`src/hdl/b128d_pkg.sv`:
```
`default_nettype none

package b128d_pkg;

  localparam int unsigned DataW  = 8;
  localparam int unsigned CodeW  = 21;
  localparam int unsigned LenW   = 2;
  localparam int unsigned StatW  = 3;
  localparam int unsigned CountW = 2;
  localparam int unsigned OutW   = 32;

  localparam logic [CodeW-1:0] CpMax    = 21'h10FFFF;
  localparam logic [CodeW-1:0] TwoMin   = 21'h000080;
  localparam logic [CodeW-1:0] ThreeMin = 21'h004000;

  // continuation bytes taken before the ending byte
  localparam logic [CountW-1:0] PosFirst  = 2'd0;
  localparam logic [CountW-1:0] PosSecond = 2'd1;
  localparam logic [CountW-1:0] PosThird  = 2'd2;
  localparam logic [CountW-1:0] PosBad    = 2'd3;

  typedef enum logic [StatW-1:0] {
    ST_OK        = 3'd0,
    ST_INVALID   = 3'd1,
    ST_OVERLONG  = 3'd2,
    ST_TOO_LONG  = 3'd3,
    ST_TRUNCATED = 3'd4
  } status_e;

  typedef struct packed {
    status_e           status;
    logic [LenW-1:0]   char_length;
    logic [CodeW-1:0]  code_point;
  } result_t;

  typedef struct packed {
    logic [CodeW-1:0]  acc;
    logic [CountW-1:0] count;
  } dec_state_t;

endpackage

`default_nettype wire

```
`src/hdl/b128d_decode.sv`:
```
`default_nettype none

module b128d_decode
  import b128d_pkg::*;
(
  input  wire logic [DataW-1:0] data_byte_i,
  input  wire logic             buffer_end_i,
  input  wire dec_state_t       state_i,
  output dec_state_t            state_o,
  output logic                  emit_o,
  output result_t               result_o
);

  logic [CountW-1:0] pos;
  logic [CodeW-1:0]  acc;

  assign pos = (state_i.count == PosBad) ? PosThird : state_i.count;
  assign acc = {state_i.acc[CodeW-8:0], data_byte_i[DataW-2:0]};

  always_comb begin
    emit_o               = 1'b1;
    result_o.status      = ST_OK;
    result_o.char_length = '0;
    result_o.code_point  = '0;
    state_o.acc          = '0;
    state_o.count        = '0;
    if (!data_byte_i[DataW-1]) begin
      // final byte: check form and range
      if (pos == PosSecond && acc < TwoMin) begin
        result_o.status = ST_OVERLONG;
      end else if (pos == PosThird && acc < ThreeMin) begin
        result_o.status = ST_OVERLONG;
      end else if (acc > CpMax) begin
        result_o.status = ST_INVALID;
      end else begin
        result_o.code_point  = acc;
        result_o.char_length = pos + 2'd1;
      end
    end else if (buffer_end_i) begin
      result_o.status = ST_TRUNCATED;
    end else if (pos == PosThird) begin
      result_o.status = ST_TOO_LONG;
    end else begin
      // absorb continuation byte
      emit_o        = 1'b0;
      state_o.acc   = acc;
      state_o.count = pos + 2'd1;
    end
  end

endmodule

`default_nettype wire

```
`src/hdl/b128d_out_stage.sv`:
```
`default_nettype none

module b128d_out_stage
  import b128d_pkg::*;
(
  input  wire logic    clk_i,
  input  wire logic    rst_ni,
  input  wire logic    push_i,
  input  wire result_t result_i,
  output logic         free_o,
  output logic         valid_o,
  input  wire logic    ready_i,
  output result_t      result_o
);

  logic    vld_q, vld_d;
  result_t res_q;

  assign free_o   = !vld_q || ready_i;
  assign vld_d    = push_i || (vld_q && !ready_i);
  assign valid_o  = vld_q;
  assign result_o = res_q;

  always_ff @(posedge clk_i or negedge rst_ni) begin
    if (!rst_ni) begin
      vld_q <= 1'b0;
    end else begin
      vld_q <= vld_d;
    end
  end

  // load on push; the caller must push only into a free slot
  always_ff @(posedge clk_i) begin
    if (push_i) begin
      res_q <= result_i;
    end
  end

endmodule

`default_nettype wire

```
`src/hdl/base128_char_decoder_unit.sv`:
```
// Channel  | Dir | Word                        | Fields (low bit up)
// ---------+-----+-----------------------------+------------------------------------
// s_axis   | in  | one encoded byte            | tdata: data_byte[7:0]; tlast: buffer_end
// m_axis   | out | one decoded char or error   | tdata: code_point[20:0],
//          |     |                             |   char_length[22:21], status[25:23], 0
//
// Takes one byte per cycle unless stalled. A result passes through the input
// register and then the result register. The decode step between them is
// combinational and feeds the running accumulator and byte count back into
// itself.
// Reset clears the valid flags, the accumulator and the byte count.
// A stall on m_axis holds the result register; the input register keeps
// absorbing continuation bytes, and stalls only when it holds a byte that
// produces a result while the result register stays full.
`default_nettype none

module base128_char_decoder_unit
  import b128d_pkg::*;
(
  input  wire logic             clk_i,
  input  wire logic             rst_ni,
  input  wire logic             s_axis_tvalid_i,
  output logic                  s_axis_tready_o,
  input  wire logic [DataW-1:0] s_axis_tdata_i,   // data_byte[7:0]
  input  wire logic             s_axis_tlast_i,   // buffer_end
  output logic                  m_axis_tvalid_o,
  input  wire logic             m_axis_tready_i,
  output logic [OutW-1:0]       m_axis_tdata_o    // code_point, char_length, status, zeros
);

  // input register
  logic             in_vld_q, in_vld_d;
  logic [DataW-1:0] in_byte_q;
  logic             in_last_q;
  logic             in_take;

  // running character state
  dec_state_t state_q, state_d;

  logic    emit;
  result_t result;
  result_t out_result;
  logic    out_free;
  logic    advance;
  logic    push;

  b128d_decode u_decode (
    .data_byte_i  (in_byte_q),
    .buffer_end_i (in_last_q),
    .state_i      (state_q),
    .state_o      (state_d),
    .emit_o       (emit),
    .result_o     (result)
  );

  // advance the held byte when it either emits into a free slot or is absorbed
  assign advance = in_vld_q && (!emit || out_free);
  assign push    = advance && emit;

  assign s_axis_tready_o = !in_vld_q || advance;
  assign in_take         = s_axis_tvalid_i && s_axis_tready_o;
  assign in_vld_d        = in_take || (in_vld_q && !advance);

  always_ff @(posedge clk_i or negedge rst_ni) begin
    if (!rst_ni) begin
      in_vld_q <= 1'b0;
      state_q  <= '0;
    end else begin
      in_vld_q <= in_vld_d;
      if (advance) begin
        state_q <= state_d;
      end
    end
  end

  always_ff @(posedge clk_i) begin
    if (in_take) begin
      in_byte_q <= s_axis_tdata_i;
      in_last_q <= s_axis_tlast_i;
    end
  end

  b128d_out_stage u_out (
    .clk_i    (clk_i),
    .rst_ni   (rst_ni),
    .push_i   (push),
    .result_i (result),
    .free_o   (out_free),
    .valid_o  (m_axis_tvalid_o),
    .ready_i  (m_axis_tready_i),
    .result_o (out_result)
  );

  // pad the packed result up to whole bytes
  assign m_axis_tdata_o = {(OutW - $bits(result_t))'(0), out_result};

  // ---------------------------------------------------------------------------
  // Assertions
  // ---------------------------------------------------------------------------

  a_count_range : assert property (@(posedge clk_i) disable iff (!rst_ni)
    state_q.count != PosBad)
    else $error("byte count reached an impossible value");

  a_ok_has_length : assert property (@(posedge clk_i) disable iff (!rst_ni)
    (m_axis_tvalid_o && out_result.status == ST_OK) |-> out_result.char_length != '0)
    else $error("ok result without a length");

  a_err_zeroed : assert property (@(posedge clk_i) disable iff (!rst_ni)
    (m_axis_tvalid_o && out_result.status != ST_OK) |->
      (out_result.char_length == '0 && out_result.code_point == '0))
    else $error("error result carries payload");

  a_hold_state : assert property (@(posedge clk_i) disable iff (!rst_ni)
    (in_vld_q && !advance) |=> $stable(state_q))
    else $error("character state moved while the byte was held");

endmodule

`default_nettype wire

```
`config.mk`:
```
export PLATFORM = sky130hd
export DESIGN_NAME = base128_char_decoder_unit
export DESIGN_NICKNAME = d
export VERILOG_FILES = /design/src/hdl/b128d_pkg.sv /design/src/hdl/b128d_decode.sv /design/src/hdl/b128d_out_stage.sv /design/src/hdl/base128_char_decoder_unit.sv
export SDC_FILE = /design/constraint.sdc
export NUM_CORES = 1
export LEC_CHECK = 0
export ABC_AREA = 1
export BUFFER_PORTS_ARGS = -buffer_cell sky130_fd_sc_hd__buf_2
export CORE_ASPECT_RATIO = 0.9
export CORE_UTILIZATION = 50
export CTS_CLUSTER_DIAMETER = 60
export DETAILED_ROUTE_END_ITERATION = 8
export PLACE_DENSITY = 0.73
export SYNTH_ARGS = -nofsm -noshare
export SYNTH_HDL_FRONTEND = slang
export SYNTH_SLANG_ARGS = --single-unit
```
`constraint.sdc`:
```
create_clock -name clk_i -period 1.8 [get_ports clk_i]
set_input_delay 0 -clock clk_i [delete_from_list [all_inputs] [get_ports clk_i]]
set_output_delay 0 -clock clk_i [all_outputs]
set_load 0.01 [all_outputs]
```
==> metrics <==
outcome finished, final reports clean; peak supply drop 0.7486 mV; grt ovf 0; DRT Wirelength 3525 um; Setup CP Type reg2reg; unrepaired setup endpoints after global routing no; fin crit period 1.581 ns; most frequent CP cell nor2_1; register bit total from synthesis 53; Clock Skews 0.004923 ns; sequential share of the synthesized area 0.7186; Initial Utilization 0.5410; Syn Area/Cell 11.29 um^2; largest net degree at the start of global routing 24; Gate Count Post-Synth 185; max-slew violation count 0; Req. time, crit path 1.85 ns; Final Hold Violating Endpoints 0; final net count 254; Final ANT Viol Nets 0; hpwl dp 2202 um; top post-synthesis cells by area edfxtp_1, dfrtp_1, nand2_1; Gate power share 0.138; Rel. slew slack 0.6442; H-tree levels 2; initial detailed-routing violation count 98; WL/cell 12.24 um; mapped cell area 2090 um^2; number of vias per cell 4.733; endpoints failing setup 0; DR vias 1363; Die ar. 4442 um^2; Internal 1971 uW; hold buffer count at CTS 12; vias in the first global route 1363; path type of the worst min-delay path in2async; post-cts gate resize count 0; Clock transition at path regs 0.09 ns; Main synth FF type edfxtp_1; crit-path max cell delay 0.41 ns; Ant. Diodes 0; DR pass1 iterations 5; DRC 0; share of cells above drive strength 1 0.2231; die span in x 70.14 um; Crit Path Max Fanout 23; count leader, synth edfxtp_1; Startpoint Class register; Post-synth ARST share 0.3396; I/O pin count 47; Fin Hold WS 0.1514 ns; Flop pwr share 0.564; initial antenna violation count 0; Sw Share 0.2502; Syn. warnings 0; Power Density 1039 nW/um^2; Post-Route Setup TNS 0 ns; Sw Pwr 657.6 uW; Synth area leader edfxtp_1; PortBufs 40; max capacitance violation total 0; Num CTS Buffers 5; first-pass GRT wire length 5720 um; Netlist cell types 16; Clk network pwr share 0.299; slowest CP cell dfrtp_1; Clock Tree Root clkbuf_8; die height 63.33 um; total power 2628 uW; CP top delay family simple AND/OR/NAND/NOR gates; row count 21; worst skew pair latency 0.31 ns; area share of the largest cell type after synthesis 0.5030; Layout area overhead 21.02%; post-CTS setup buffer count 0; post-route clock period utilization 0.8784; Max Clk Rate 632.5 MHz; CP cell instances nor2_1, nand3_1, nor2_1, nand2_1, nand2_2, nor2_1; leakage power 0.001167 uW; CTS tree done; EDFF count, synth 35; GPL Wtd Cong 0.7614; WP data arrival 1.63 ns; Worst Tran Pin Value 0.5322 ns; Commonest cells post-synth edfxtp_1, nand2_1, inv_1, nor2_1, dfrtp_1; CP Buf/Inv Count 0; core box area 3862 um^2; Crit. End Element register; clock sinks 53; Global Route Usage Sum 0.1743; clock buffer depth 2
-- layout by cell type (no fill, tap or decap) --
master         netlist  final
buf_2                0     40
edfxtp_1            35     35
nand2_1             31     31
inv_1               30     30
nor2_1              30     30
dfrtp_1             18     18
o21ai_0             15     15
dlygate4sd3_1        0     12
nand3_1              8      8
conb_1               1      6
clkbuf_8             0      5
nor2_2               2      2
nand2_2              2      2
buf_4                6      2
nand4_1              1      1
a21oi_2              1      1
a21oi_1              1      1
clkinv_1             0      1
bufinv_16            0      1
clkinvlp_4           0      1
-- layer usage --
metal / track usage / routed length, um
met4: 0.09250 / 78
met3: 0.04640 / 165
met1: 0.1947 / 1502
met5: 0 / 0
met2: 0.3041 / 1779
-- path summary, 6_finish.rpt --
kind	slack, ns	from	end	depth (start not counted)
setup / recovery	0.22	state_q[13]	u_out.result_o[1]	6
hold / removal	0.15	rst_ni	state_q[1]	2
setup reg to reg	0.22	state_q[13]	u_out.result_o[1]	6
hold reg to reg	0.50	state_q[11]	state_q[11]	2
max in group asynchronous	1.36	rst_ni	state_q[10]	2
min in group clk_i	0.40	s_axis_tdata_i[3]	in_byte_q[3]	2
-- worst reg2reg max path, cell delays in order (launching register included) --
cell and delay (ns):
dfrtp_1 0.41, nor2_1 0.16, nand3_1 0.08, nor2_1 0.13, nand2_1 0.08, nand2_2 0.35, nor2_1 0.11
-- state kept, by name, indices dropped and copies added, names as in the netlist --
register        cells
in_byte_q           8
in_last_q           1
in_vld_q            1
state_q            16
u_out.result_o     26
u_out.valid_o       1
-- power groups by stage --
stage / combinational, uW / clock (uW) / sequential (uW)
after floorplan: 204 / 0 / 1540
after global placement: 338 / 0 / 1500
after detailed placement: 342 / 0 / 1510
after CTS: 364 / 794 / 1480
after global routing: 408 / 842 / 1490
final: 362 / 785 / 1480
-- area by class of cell --
class | instances | area [um^2]
Sequential cell | 53 | 1501
Fill cell | 302 | 1334
Multi-Input combinational cell | 97 | 411.6
Timing Repair Buffer | 54 | 335.3
Inverter | 30 | 112.6
Clock buffer | 5 | 68.82
Tap cell | 46 | 57.56
Clock inverter | 3 | 41.29
-- logic make-up after synthesis --
family,count (synthesis),synth area share
flops,53,0.7186
simple gates,74,0.1437
compound gates,17,0.04251
buf+inv,40,0.09341
other cells,1,0.001795
-- metrics by stage --
step / instance area, um^2 / instances / util / setup WS [ns]
after floorplan: 2108 / 190 / - / 0.2573
after global placement: 2298 / 268 / 0.5951 / 0.2405
after detailed placement: 2298 / 268 / 0.5951 / 0.2442
after CTS: 2529 / 288 / 0.6547 / 0.2259
after global routing: 2529 / 288 / 0.6547 / 0.07495
final: 2529 / 288 / 0.6547 / 0.2189
(Power assumes the default switching activity.)
